**config.mk**
```make
export PLATFORM = sky130hd
export DESIGN_NAME = energy_vad_endpointer_core
export DESIGN_NICKNAME = d
export VERILOG_FILES = /design/src/rtl/evep_pkg.sv /design/src/rtl/evep_fifo.sv /design/src/rtl/evep_front.sv /design/src/rtl/evep_back.sv /design/src/rtl/energy_vad_endpointer_core.sv
export SDC_FILE = /design/constraint.sdc
export NUM_CORES = 2
export LEC_CHECK = 0
export BUFFER_PORTS_ARGS = -buffer_cell sky130_fd_sc_hd__buf_4
export CAP_MARGIN = 0
export CORE_MARGIN = 10
export CORE_UTILIZATION = 60
export CTS_CLUSTER_DIAMETER = 150
export DETAILED_ROUTE_END_ITERATION = 10
export HOLD_SLACK_MARGIN = 0.1
export PLACE_DENSITY_LB_ADDON = 0.15
export SKIP_LAST_GASP = 1
export SYNTH_ARGS = -nofsm -noshare
export SYNTH_HDL_FRONTEND = slang
export SYNTH_SLANG_ARGS = --single-unit
```
**constraint.sdc**
```tcl
create_clock -name i_clk -period 5.9 [get_ports i_clk]
set_input_delay 0.59 -clock i_clk [delete_from_list [all_inputs] [get_ports i_clk]]
set_output_delay 0.59 -clock i_clk [all_outputs]
set_load 0.02 [all_outputs]
```
**src/rtl/evep_pkg.sv**
```systemverilog
// Package for the energy VAD endpointer: sizes, codes and item types.
// Used by every module of the block; depends on nothing.
package evep_pkg;

    localparam int FRAME_MAX  = 4096;
    localparam int CNT_W      = $clog2(FRAME_MAX + 1);       // frame length n
    localparam int SQ_W       = 31;                          // one squared sample
    localparam int SUM_W      = SQ_W + $clog2(FRAME_MAX);    // frame energy
    localparam int THR_W      = 15;
    localparam int THR_SQ_W   = 2 * THR_W;
    localparam int LIM_W      = THR_SQ_W + CNT_W;
    localparam int CMP_W      = (SUM_W > LIM_W) ? SUM_W : LIM_W;
    localparam int RUN_W      = 8;
    localparam int LIMIT_W    = 24;
    localparam int CFG_IDX_W  = 3;
    localparam int CFG_DATA_W = 24;
    localparam int FIFO_DEPTH = 4;
    localparam int FIFO_PTR_W = $clog2(FIFO_DEPTH);

    // register indexes
    localparam logic [CFG_IDX_W-1:0] CFG_SPEECH_THR  = 3'd0;
    localparam logic [CFG_IDX_W-1:0] CFG_QUIET_THR   = 3'd1;
    localparam logic [CFG_IDX_W-1:0] CFG_START_FRM   = 3'd2;
    localparam logic [CFG_IDX_W-1:0] CFG_END_LIMIT   = 3'd3;
    localparam logic [CFG_IDX_W-1:0] CFG_HANG_LIMIT  = 3'd4;

    // reset values
    localparam logic [THR_W-1:0]   RST_SPEECH_THR = 15'd655;
    localparam logic [THR_W-1:0]   RST_QUIET_THR  = 15'd328;
    localparam logic [RUN_W-1:0]   RST_START_FRM  = 8'd2;
    localparam logic [LIMIT_W-1:0] RST_END_LIMIT  = 24'd12800;
    localparam logic [LIMIT_W-1:0] RST_HANG_LIMIT = 24'd4800;
    localparam logic [RUN_W-1:0]   DEFAULT_NEED   = 8'd2;

    typedef enum logic [1:0] {
        MODE_SILENCE  = 2'd0,
        MODE_SPEECH   = 2'd1,
        MODE_HANGOVER = 2'd2
    } t_mode;

    typedef enum logic [1:0] {
        EV_NONE  = 2'd0,
        EV_START = 2'd1,
        EV_END   = 2'd2
    } t_event;

    typedef struct packed {
        logic signed [15:0] sample;
        logic               frame_last;
    } t_in_item;

    typedef struct packed {
        logic [1:0] event_res;
        logic [1:0] vad_state;
        logic       frame_is_speech;
    } t_out_item;

    // one finished frame, front to back
    typedef struct packed {
        logic [SUM_W-1:0] sum;
        logic [CNT_W-1:0] n;
    } t_frame;

    typedef struct packed {
        logic empty;
        logic full;
    } t_q_status;

endpackage

```
**src/rtl/evep_fifo.sv**
```systemverilog
// Short frame queue between the sample front end and the decision back end.
// Depends on evep_pkg.
module evep_fifo
    import evep_pkg::*;
(
    input  logic      i_clk,
    input  logic      i_rst_n,
    input  logic      i_push,
    input  t_frame    i_wr_data,
    input  logic      i_pop,
    output t_frame    o_rd_data,
    output t_q_status o_status
);

    t_frame                r_mem [FIFO_DEPTH];
    logic [FIFO_PTR_W-1:0] r_wr_ptr;
    logic [FIFO_PTR_W-1:0] r_rd_ptr;
    logic [FIFO_PTR_W:0]   r_count;

    always_ff @(posedge i_clk) begin
        if (i_push) begin
            r_mem[r_wr_ptr] <= i_wr_data;
        end
    end

    always_ff @(posedge i_clk) begin
        if (!i_rst_n) begin
            r_wr_ptr <= '0;
            r_rd_ptr <= '0;
            r_count  <= '0;
        end else begin
            if (i_push) begin
                r_wr_ptr <= r_wr_ptr + 1'b1;
            end
            if (i_pop) begin
                r_rd_ptr <= r_rd_ptr + 1'b1;
            end
            if (i_push && !i_pop) begin
                r_count <= r_count + 1'b1;
            end else if (!i_push && i_pop) begin
                r_count <= r_count - 1'b1;
            end
        end
    end

    assign o_rd_data       = r_mem[r_rd_ptr];
    assign o_status.empty  = (r_count == '0);
    assign o_status.full   = (r_count == (FIFO_PTR_W + 1)'(FIFO_DEPTH));

`ifndef NO_ASSERTIONS
    a_no_overflow: assert property (@(posedge i_clk) disable iff (!i_rst_n)
        !(i_push && o_status.full))
        else $error("frame queue overflow");
    a_no_underflow: assert property (@(posedge i_clk) disable iff (!i_rst_n)
        !(i_pop && o_status.empty))
        else $error("frame queue underflow");
    a_count_bound: assert property (@(posedge i_clk) disable iff (!i_rst_n)
        r_count <= (FIFO_PTR_W + 1)'(FIFO_DEPTH))
        else $error("frame queue count out of range");
`endif

endmodule

```
**src/rtl/evep_front.sv**
```systemverilog
// Sample front end: squares samples, accumulates frame energy and length,
// and queues each finished frame. Depends on evep_pkg.
module evep_front
    import evep_pkg::*;
(
    input  logic      i_clk,
    input  logic      i_rst_n,
    input  logic      i_in_valid,
    output logic      o_in_stall,
    input  t_in_item  i_in_item,
    input  t_q_status i_q_status,
    output logic      o_push,
    output t_frame    o_frame
);

    logic             r_s1_valid;
    logic             r_s1_end;
    logic [SQ_W-1:0]  r_s1_sq;
    logic [CNT_W-1:0] r_s1_n;
    logic [CNT_W-1:0] r_count;
    logic [SUM_W-1:0] r_acc;

    logic             s1_adv;
    logic             accept;
    logic [CNT_W-1:0] n_in;
    logic             end_in;
    logic [31:0]      sq_full;
    logic [SUM_W-1:0] acc_sum;

    // stage 1 holds only when it carries a frame end and the queue is full
    assign s1_adv     = !(r_s1_valid && r_s1_end && i_q_status.full);
    assign o_in_stall = !s1_adv;
    assign accept     = i_in_valid && s1_adv;

    assign n_in    = r_count + 1'b1;
    assign end_in  = i_in_item.frame_last || (n_in >= CNT_W'(FRAME_MAX));
    assign sq_full = 32'($signed(i_in_item.sample) * $signed(i_in_item.sample));
    assign acc_sum = r_acc + SUM_W'(r_s1_sq);

    assign o_push      = r_s1_valid && r_s1_end && s1_adv;
    assign o_frame.sum = acc_sum;
    assign o_frame.n   = r_s1_n;

    always_ff @(posedge i_clk) begin
        if (accept) begin
            r_s1_sq  <= sq_full[SQ_W-1:0];
            r_s1_end <= end_in;
            r_s1_n   <= n_in;
        end
    end

    always_ff @(posedge i_clk) begin
        if (!i_rst_n) begin
            r_s1_valid <= 1'b0;
            r_count    <= '0;
            r_acc      <= '0;
        end else begin
            if (s1_adv) begin
                r_s1_valid <= accept;
            end
            if (accept) begin
                r_count <= end_in ? '0 : n_in;
            end
            if (r_s1_valid && s1_adv) begin
                r_acc <= r_s1_end ? '0 : acc_sum;
            end
        end
    end

endmodule

```
**src/rtl/evep_back.sv**
```systemverilog
// Decision back end: configuration registers, threshold limits, the
// silence/speech/hangover machine and the result register. Depends on evep_pkg.
module evep_back
    import evep_pkg::*;
(
    input  logic                  i_clk,
    input  logic                  i_rst_n,
    input  logic                  i_cfg_valid,
    input  logic [CFG_IDX_W-1:0]  i_cfg_index,
    input  logic [CFG_DATA_W-1:0] i_cfg_data,
    input  t_q_status             i_q_status,
    input  t_frame                i_frame,
    output logic                  o_pop,
    output logic                  o_out_valid,
    input  logic                  i_out_stall,
    output t_out_item             o_out_item
);

    typedef enum logic [1:0] {
        ST_IDLE   = 2'd0,
        ST_MUL    = 2'd1,
        ST_DECIDE = 2'd2
    } t_state;

    t_state               r_state;
    logic [THR_W-1:0]     r_speech_thr;
    logic [THR_W-1:0]     r_quiet_thr;
    logic [RUN_W-1:0]     r_start_frm;
    logic [LIMIT_W-1:0]   r_end_limit;
    logic [LIMIT_W-1:0]   r_hang_limit;
    logic [THR_SQ_W-1:0]  r_sq_s;
    logic [THR_SQ_W-1:0]  r_sq_q;
    logic [SUM_W-1:0]     r_sum;
    logic [CNT_W-1:0]     r_n;
    logic [LIM_W-1:0]     r_lim_s;
    logic [LIM_W-1:0]     r_lim_q;
    t_mode                r_mode;
    logic [RUN_W-1:0]     r_run;
    logic [LIMIT_W-1:0]   r_quiet;
    logic [LIMIT_W-1:0]   r_hang;

    t_mode                n_mode;
    logic [RUN_W-1:0]     n_run;
    logic [LIMIT_W-1:0]   n_quiet;
    logic [LIMIT_W-1:0]   n_hang;
    t_event               n_event;

    logic                 speech;
    logic                 quiet;
    logic [LIMIT_W:0]     quiet_add;
    logic [LIMIT_W:0]     hang_add;
    logic [LIMIT_W-1:0]   quiet_sat;
    logic [LIMIT_W-1:0]   hang_sat;
    logic [RUN_W-1:0]     run_inc;
    logic [RUN_W-1:0]     need;
    logic                 out_free;

    assign o_pop    = (r_state == ST_IDLE) && !i_q_status.empty;
    assign out_free = !o_out_valid || !i_out_stall;

    assign speech = CMP_W'(r_sum) > CMP_W'(r_lim_s);
    assign quiet  = CMP_W'(r_sum) < CMP_W'(r_lim_q);

    assign quiet_add = {1'b0, r_quiet} + (LIMIT_W + 1)'(r_n);
    assign hang_add  = {1'b0, r_hang} + (LIMIT_W + 1)'(r_n);
    assign quiet_sat = quiet_add[LIMIT_W] ? '1 : quiet_add[LIMIT_W-1:0];
    assign hang_sat  = hang_add[LIMIT_W] ? '1 : hang_add[LIMIT_W-1:0];
    assign run_inc   = (r_run == '1) ? r_run : r_run + 1'b1;
    assign need      = (r_start_frm == '0) ? DEFAULT_NEED : r_start_frm;

    always_comb begin
        n_mode  = r_mode;
        n_run   = r_run;
        n_quiet = r_quiet;
        n_hang  = r_hang;
        n_event = EV_NONE;
        unique case (r_mode)
            MODE_SPEECH: begin
                if (quiet) begin
                    n_quiet = quiet_sat;
                    if (quiet_sat >= r_end_limit) begin
                        n_mode  = MODE_HANGOVER;
                        n_hang  = '0;
                        n_event = EV_END;
                    end
                end else begin
                    n_quiet = '0;
                end
            end
            MODE_HANGOVER: begin
                n_hang = hang_sat;
                if (speech) begin
                    n_mode  = MODE_SPEECH;
                    n_quiet = '0;
                    n_hang  = '0;
                end else if (hang_sat >= r_hang_limit) begin
                    n_mode  = MODE_SILENCE;
                    n_quiet = '0;
                end
            end
            default: begin
                // silence, and the unused code taken as silence
                n_mode = MODE_SILENCE;
                if (speech) begin
                    n_run = run_inc;
                    if (run_inc >= need) begin
                        n_mode  = MODE_SPEECH;
                        n_quiet = '0;
                        n_run   = '0;
                        n_event = EV_START;
                    end
                end else begin
                    n_run = '0;
                end
            end
        endcase
    end

    // datapath registers without reset
    always_ff @(posedge i_clk) begin
        r_sq_s <= THR_SQ_W'(r_speech_thr * r_speech_thr);
        r_sq_q <= THR_SQ_W'(r_quiet_thr * r_quiet_thr);
        if (o_pop) begin
            r_sum <= i_frame.sum;
            r_n   <= i_frame.n;
        end
        if (r_state == ST_MUL) begin
            r_lim_s <= LIM_W'(r_sq_s * r_n);
            r_lim_q <= LIM_W'(r_sq_q * r_n);
        end
    end

    always_ff @(posedge i_clk) begin
        if (!i_rst_n) begin
            r_speech_thr <= RST_SPEECH_THR;
            r_quiet_thr  <= RST_QUIET_THR;
            r_start_frm  <= RST_START_FRM;
            r_end_limit  <= RST_END_LIMIT;
            r_hang_limit <= RST_HANG_LIMIT;
        end else if (i_cfg_valid) begin
            unique case (i_cfg_index)
                CFG_SPEECH_THR: r_speech_thr <= i_cfg_data[THR_W-1:0];
                CFG_QUIET_THR:  r_quiet_thr  <= i_cfg_data[THR_W-1:0];
                CFG_START_FRM:  r_start_frm  <= i_cfg_data[RUN_W-1:0];
                CFG_END_LIMIT:  r_end_limit  <= i_cfg_data[LIMIT_W-1:0];
                CFG_HANG_LIMIT: r_hang_limit <= i_cfg_data[LIMIT_W-1:0];
                default: ;
            endcase
        end
    end

    // sequencer, VAD state and result register
    always_ff @(posedge i_clk) begin
        if (!i_rst_n) begin
            r_state     <= ST_IDLE;
            r_mode      <= MODE_SILENCE;
            r_run       <= '0;
            r_quiet     <= '0;
            r_hang      <= '0;
            o_out_valid <= 1'b0;
            o_out_item  <= '0;
        end else begin
            // in decide a taken result is replaced by the next one
            if (o_out_valid && !i_out_stall && r_state != ST_DECIDE) begin
                o_out_valid <= 1'b0;
            end
            unique case (r_state)
                ST_IDLE: begin
                    if (o_pop) begin
                        r_state <= ST_MUL;
                    end
                end
                ST_MUL: begin
                    r_state <= ST_DECIDE;
                end
                ST_DECIDE: begin
                    if (out_free) begin
                        r_mode      <= n_mode;
                        r_run       <= n_run;
                        r_quiet     <= n_quiet;
                        r_hang      <= n_hang;
                        o_out_valid <= 1'b1;
                        o_out_item.event_res       <= n_event;
                        o_out_item.vad_state       <= n_mode;
                        o_out_item.frame_is_speech <= speech;
                        r_state     <= ST_IDLE;
                    end
                end
                default: r_state <= ST_IDLE;
            endcase
        end
    end

`ifndef NO_ASSERTIONS
    a_start_means_speech: assert property (@(posedge i_clk) disable iff (!i_rst_n)
        (o_out_valid && o_out_item.event_res == EV_START) |->
            (o_out_item.vad_state == MODE_SPEECH && o_out_item.frame_is_speech))
        else $error("speech start without speech state");
    a_end_means_hangover: assert property (@(posedge i_clk) disable iff (!i_rst_n)
        (o_out_valid && o_out_item.event_res == EV_END) |->
            (o_out_item.vad_state == MODE_HANGOVER))
        else $error("speech end without hangover state");
    a_result_matches_mode: assert property (@(posedge i_clk) disable iff (!i_rst_n)
        o_out_valid |-> (o_out_item.vad_state == r_mode))
        else $error("reported state differs from held mode");
    a_pop_only_idle: assert property (@(posedge i_clk) disable iff (!i_rst_n)
        (r_state != ST_IDLE) |-> !o_pop)
        else $error("frame taken while busy");
`endif

endmodule

```
**src/rtl/energy_vad_endpointer_core.sv**
```systemverilog
// Energy VAD endpointer, top level. A frame's result follows its last accepted
// sample through the sample stage, queue write, queue read, limit multiply
// and decide. Throughput: one sample per cycle; the front stalls only when four
// finished frames wait in the queue, as the back takes frames one by one.
// Reset (i_rst_n low, synchronous) clears counters, mode, queue and the result
// register, and returns all configuration registers to their reset values.
module energy_vad_endpointer_core
    import evep_pkg::*;
(
    input  logic                  i_clk,
    input  logic                  i_rst_n,
    // sample input
    input  logic                  i_in_valid,
    output logic                  o_in_stall,
    input  t_in_item              i_in_item,
    // result output
    output logic                  o_out_valid,
    input  logic                  i_out_stall,
    output t_out_item             o_out_item,
    // configuration writes
    input  logic                  i_cfg_valid,
    output logic                  o_cfg_ready,
    input  logic [CFG_IDX_W-1:0]  i_cfg_index,
    input  logic [CFG_DATA_W-1:0] i_cfg_data
);

    t_q_status q_status;
    t_frame    push_frame;
    t_frame    head_frame;
    logic      push;
    logic      pop;

    // registers are plain flops, a write always lands
    assign o_cfg_ready = 1'b1;

    // front: square and accumulate at sample rate, hand off whole frames
    evep_front u_front (
        .i_clk      (i_clk),
        .i_rst_n    (i_rst_n),
        .i_in_valid (i_in_valid),
        .o_in_stall (o_in_stall),
        .i_in_item  (i_in_item),
        .i_q_status (q_status),
        .o_push     (push),
        .o_frame    (push_frame)
    );

    // queue of finished frames (energy sum and length)
    evep_fifo u_fifo (
        .i_clk     (i_clk),
        .i_rst_n   (i_rst_n),
        .i_push    (push),
        .i_wr_data (push_frame),
        .i_pop     (pop),
        .o_rd_data (head_frame),
        .o_status  (q_status)
    );

    // back: exact RMS tests as sum vs thr^2*n, then the three-state machine
    evep_back u_back (
        .i_clk       (i_clk),
        .i_rst_n     (i_rst_n),
        .i_cfg_valid (i_cfg_valid && o_cfg_ready),
        .i_cfg_index (i_cfg_index),
        .i_cfg_data  (i_cfg_data),
        .i_q_status  (q_status),
        .i_frame     (head_frame),
        .o_pop       (pop),
        .o_out_valid (o_out_valid),
        .i_out_stall (i_out_stall),
        .o_out_item  (o_out_item)
    );

endmodule

```
**Word level (Yosys, flattened, before mapping)**

Memories as Yosys holds them, arrays and structs flattened. A register that Yosys moved wholly into a read port is not among the register bits.
Cells that the tools add are included.

- Add/subtract/negate cells: 9
- Bitwise operators: 1
- $mul: 5
- Reduce and logical (&&, ||, !) cells: 38
- Multiplexer cells: 38
- $lt $le $gt $ge: 6
- Equal/unequal tests: 16

Operators with widths:

| kind | number |
|---|---|
| two-way mux 24 bit | 10 |
| case mux 24 bit (2 select lines) | 2 |
| multiplier 30 x 13 -> 43 bit | 2 |
| multiplier 15 x 15 -> 30 bit | 2 |
| adder 24 x 13 -> 25 bit | 2 |
| greater-or-equal comparator 24 bit | 2 |
| adder 43 x 31 -> 43 bit | 1 |
| greater-than comparator 43 bit | 1 |
| less-than comparator 43 bit | 1 |
| two-way mux 43 bit | 1 |
| two-way mux 8 bit | 4 |
| multiplier 16 x 16 -> 31 bit | 1 |
| two-way mux 2 bit | 9 |
| AND reduction 5 bit | 3 |
| AND reduction 2 bit | 7 |
| adder 13 x 1 -> 13 bit (second input constant) | 1 |
| greater-or-equal comparator 13 bit (second input constant) | 1 |
| two-way mux 13 bit | 1 |
| logical AND 1 bit | 10 |
| adder 8 x 1 -> 8 bit (second input constant) | 1 |
| == test 8 bit (second input constant) | 1 |
| greater-or-equal comparator 8 bit | 1 |
| zero test 8 bit | 1 |
| case mux 2 bit (2 select lines) | 2 |
| other kinds (23) | 46 |

- Output and inout bits: 8
- Memories kept: 1
- Memory bits (writable): 224
- Register bits after elaboration: 405
- Logic and storage cells: 140
- Input port bits: 49

Memory list:

| name | depth | width | read ports | clocked after Yosys merged registers in | wr ports | RTL line | source |
|---|---|---|---|---|---|---|---|
| u_fifo.r_mem | 4 | 56 | 1 | 1 | 1 | evep_fifo.sv:15 | `t_frame r_mem [FIFO_DEPTH];` |

**Longest topological paths before layout**

- Depth in word-level cells: 8
- Depth in mapped cells: 25
- Depth with buffers taken out: 24

**By module**

Synthesis repeated with hierarchy kept, for this count alone.

- Cells, all modules: 7,646
- Area total of the unflattened synthesis: 75,482.4 um^2

By module, submodules not included:

| module | cells an instance | sequential area each (um^2) | times used | area an instance (um^2) |
|---|---|---|---|---|
| evep_back | 5,787 | 8,428.1 | 1 | 52,646.7 |
| evep_front | 1,522 | 2,462.4 | 1 | 14,263.7 |
| evep_fifo | 335 | 6,906.6 | 1 | 8,560.7 |
| energy_vad_endpointer_core | 2 | 0.0 | 1 | 11.3 |

**Worst setup path before layout**

OpenSTA, ideal clock, no wires.

- Path kind: input-to-reg
- From: in i_in_item[16] (netlist name)
- To: reg u_front.r_s1_sq[30] (data pin)
- Slack: -0.563 ns
- Required time: 5.733 ns
- Path buffers: 2
- Stages: 20
- Arrival time: 6.296 ns
- Library setup time: 0.167 ns
- Cells stage by stage: clkbuf_1 -> inv_1 -> clkbuf_1 -> nor2_1 -> fa_1 -> inv_1 -> fa_1 -> fa_1 -> fa_1 -> fa_1 -> fa_1 -> inv_1 -> ha_1 -> and3_1 -> and2_1 -> a221o_1 -> a211oi_1 -> a211oi_1 -> o2111a_1 -> a211oi_1

- Word-level cells in the longest chain between the ends: 1

RTL lines:

| element | RTL line | source |
|---|---|---|
| start, declared | energy_vad_endpointer_core.sv:15 | `input t_in_item i_in_item,` |
| multiplier 16 x 16 -> 31 bit | evep_front.sv:37 | `assign sq_full = 32'($signed(i_in_item.sample) * $signed(i_in_item.sample));` |
| via u_front.sq_full[30] | evep_front.sv:27 | `logic [31:0] sq_full;` |
| end signal, assigned | evep_front.sv:46 | `r_s1_sq <= sq_full[SQ_W-1:0];` |
| end, declared | evep_front.sv:18 | `logic [SQ_W-1:0] r_s1_sq;` |

The timed path passes the listed nets, and every way through them passes these cells.
A chain may end at the register's enable or synchronous reset.

**Worst setup path in the final report**

- From: reg u_back.r_n[11], read port of u_fifo.r_mem
- To: reg u_back.r_lim_s[42] (data pin)

- Word-level cells in the longest chain between the ends: 1

RTL lines:

| element | RTL line | source |
|---|---|---|
| start, declared | evep_back.sv:34 | `logic [CNT_W-1:0] r_n;` |
| multiplier 30 x 13 -> 43 bit | evep_back.sv:128 | `r_lim_s <= LIM_W'(r_sq_s * r_n);` |
| end signal, assigned | evep_back.sv:128 |  |
| end, declared | evep_back.sv:35 | `logic [LIM_W-1:0] r_lim_s;` |

Every way passes these cells.

==> flow_summary.toml <==
[floorplanning]
rows = 129
fp.dieArea_um2 = 139000
die_x_um = 373
ios = 57
core_um2 = 124000
die_h_um = 373
start_util_pct = 60.4

[timing]
final.period_utilization_pct = 102
max_slew.worst_pin.slew_ns = 1.18
rsz0062_at_grt = "true"
hold_viol = 0
setup_viol = 13
fmax_ghz = 0.166
layout_setup_ws_ns = -0.121
max_slew_margin_pct = 21.3
final_max_slew_viol_count = 0
period_needed_ns = 6.02
timing.hold.ws_ns = 0.140
skew_ns = 0.0612

[logic_synthesis]
synth_area_um2 = 74700
syn_area_per_cell_um2 = 9.79
synthTopCellsByArea = "fa_1 (30%), edfxtp_1 (16%), ha_1 (11%), inv_1 (7.7%), dfxtp_1 (7.3%)"
post-synth-top-area-cell = "fa_1"
synth_ff_type = "edfxtp_1"
synth_seq_area_share_pct = 23.8
async_flop_share_pct = 0
synth_edf_count = 410
ys_warn_count = 0
ys_seq_elements = 682
syn_inst = 7627
yosysTopAreaCellShare_pct = 29.8
synth.distinct_cells = 94

[detailed_routing]
vias_per_cell = 5.57
drtAntennaViolNets = 0
dr.first_iter.drc_count = 3845
routed_wl_um = 188000
drc_errors = 0
via_count = 54900
wl_per_cell_um = 19.0
first_pass_iters = 6

[place]
place_congestion = 0.914
dpl.hpwl_um = 145000
placed_cells = 9629
dp_slack_ns = -0.446
port_buffers = 55

[worst_setup_path]
critPathRequiredTime_ns = 6.36
cpPeakStageDelay_ns = 0.54
start_kind = "register"
endpoint_kind = "register"
slowest_stage = "fa_1"
arrival_ns = 6.48
r2r_end = "u_back.r_lim_s[42]$_DFFE_PN_"
crit_top_cell = "fa_1"
r2r-start = "u_back.r_n[11]$_DFFE_PP_"
reg2reg_slack_ns = -0.12
worst-setup-path-type = "register to register"
critPathMaxFanout = 6
worstPathCellList = "buf_12 > and2_1 > fa_1 > fa_1 > fa_1 > fa_1 > inv_1 > fa_1 > inv_2 > ha_4 > and4_4 > and2_4 > buf_4 > a31oi_1 > buf_4 > o2111ai_4 > buf_6 > nand3_2 > or3_4 > a31oi_4 > xnor2_1"
r2r_cells = 21

[finish]
area_growth_pct = 16.2
fin_util_pct = 70.2
layout-drive-gt1-share_pct = 16.1
nets = 9967
final_cells = 9861

[min_path]
hold_end = "u_back.r_hang_limit[21]$_SDFFE_PN0P_"
hp-start = "i_cfg_data[21]"
hold_depth = 3
hold_class = "primary input to register"

[grt]
grt_use_total_pct = 26.7
grt_pass1_vias = 58600
grt_first_pass_wirelength_um = 303000
grt_start_max_net_pins = 79
grt_antenna_before_repair = 5
grt_overflow = 0

[clock_tree]
cts_tree = "done"
clkTransAtPathRegs_ns = 0.06
cts_root_buffer = "clkbuf_16"
htree_levels = 3
clock_latency_ns = 0.71
cts_max_path_buffers = 3
clock_sinks = 682
cts_buffers = 77

[job]
cap_viol_max_count = 0

[outcome]
status = "finished with violations"
violations = "negative setup slack"
-- routing by layer --
layer | GRT usage, % | wire (µm) | vias up
li1 | - | - | 25300
met1 | 35.0 | 78000 | 27600
met2 | 45.3 | 91300 | 1690
met3 | 4.62 | 12900 | 367
met4 | 7.92 | 5520 | 2
met5 | 0 | 13 | -
-- flip-flops by register name, indices dropped and copies added (netlist names), 15 cells and up --
signal / flops
u_back.r_sq_s: 29
u_back.r_end_limit: 24
u_back.r_hang: 24
u_back.r_hang_limit: 24
u_back.r_quiet: 24
u_front.r_s1_sq: 30
u_back.r_speech_thr: 15
u_back.r_sq_q: 29
u_front.r_acc: 43
u_back.r_quiet_thr: 15
u_back.r_lim_q: 43
u_fifo.r_mem: 224
u_back.r_sum: 43
u_back.r_lim_s: 43
-- synthesized netlist by cell type, types with 12 or more instances --
cell type	count
a22o_1	13
ha_1	648
fa_1	1112
mux2i_1	30
nor3_1	54
xor2_1	68
nand3b_1	13
o31ai_1	12
or2_2	12
o21bai_1	20
or3_1	13
nor4_1	12
clkbuf_1	269
o21ai_0	135
a21o_1	111
a211oi_1	37
xnor2_1	183
nor2b_1	36
dfxtp_1	272
mux4_2	56
a22oi_1	24
inv_1	1525
nand3_1	105
nand2b_1	40
edfxtp_1	410
nand2_1	1045
o21a_1	44
a31oi_1	41
a21oi_1	314
o211ai_1	27
and2_1	427
nand4_1	42
nor2_1	231
a31o_2	14
and3_1	41
-- cells in the final DEF, fill, tap and decap left out, types with 30 or more instances in the layout --
| master | count |
|---|---|
| a21o_1 | 111 |
| a21oi_1 | 270 |
| a21oi_2 | 35 |
| a31oi_1 | 39 |
| and2_1 | 388 |
| and2_4 | 35 |
| and3_1 | 37 |
| buf_12 | 52 |
| buf_4 | 608 |
| buf_6 | 57 |
| clkbuf_16 | 82 |
| dfxtp_1 | 242 |
| edfxtp_1 | 410 |
| fa_1 | 1085 |
| ha_1 | 594 |
| ha_4 | 49 |
| inv_1 | 1489 |
| inv_2 | 36 |
| mux2i_1 | 30 |
| mux4_2 | 56 |
| nand2_1 | 1020 |
| nand2b_1 | 39 |
| nand3_1 | 97 |
| nand4_1 | 42 |
| nor2_1 | 222 |
| nor2b_1 | 34 |
| nor3_1 | 45 |
| o21a_1 | 42 |
| o21ai_0 | 109 |
| xnor2_1 | 182 |
| xor2_1 | 66 |
-- critical path: cells and delay by family, from the launching register on --
family	cells	cell delay, ns
adder cells (fa/ha/maj)	6	2.88
AND/OR/NAND/NOR	5	1.03
buffers and inverters	6	0.76
AO/OA/AOI/OAI	3	0.51
flip-flops	1	0.50
XOR/XNOR	1	0.08
-- worst max path at each step --
stage                                     to                                start  slack [ns]
3_5_place_dp   u_front.r_s1_sq[29]$_DFFE_PP_                         i_in_item[9]       -0.45
6_report        u_back.r_lim_s[42]$_DFFE_PN_             u_back.r_n[11]$_DFFE_PP_       -0.12
2_1_floorplan  u_front.r_s1_sq[30]$_DFFE_PP_                         i_in_item[2]       -0.07
5_1_grt         u_back.r_lim_s[40]$_DFFE_PN_             u_back.r_n[11]$_DFFE_PP_       -0.31
4_1_cts            u_back.r_sq_s[29]$_DFF_P_  u_back.r_speech_thr[4]$_SDFFE_PN0P_       -0.18
3_3_place_gp   u_front.r_s1_sq[30]$_DFFE_PP_                         i_in_item[4]       -0.36
-- cell families (layout without fill, tap and decap cells) --
| kind of cell | count (synthesis) | count (layout) | synth area share, % |
|---|---|---|---|
| compound gates | 912 | 912 | 7.91 |
| xor+xnor | 251 | 251 | 2.94 |
| fa+ha+maj | 1760 | 1760 | 40.7 |
| buf+inv | 1820 | 2400 | 9.24 |
| flops | 682 | 682 | 23.8 |
| mux | 97 | 97 | 2.26 |
| other cells | 2 | 19 | 0.0101 |
| simple gates | 2103 | 2103 | 13.2 |
-- stage by stage --
step                area (µm²)  TNS, ns
floorplan                75000  -0.0851
global placement         81100    -6.78
detailed placement       81100    -9.20
CTS                      84800   -0.622
global route             86700    -5.00
finish                   86700   -0.832
-- cell type report --
cell class | instances | area [µm²]
repair buffers | 732 | 6530
well taps | 1637 | 2050
clock buffers | 102 | 2110
fillers | 9252 | 36900
multi-input cells | 5138 | 52000
clock inverters | 39 | 483
diodes | 4 | 10.0
inverters | 1527 | 5730
flip-flops and latches | 682 | 17800
-- timing repair --
item,CTS,global route
cloned,5,6
gates resized for setup,170,344
setup endpoints to repair,46,86
pin swaps,93,218
endpoints found under the hold margin,1,0
setup buffers,31,49
hold buffers,1,0
Power is not shown: default switching activity piles up to over one toggle a cycle in this logic, so the estimate is an artifact.
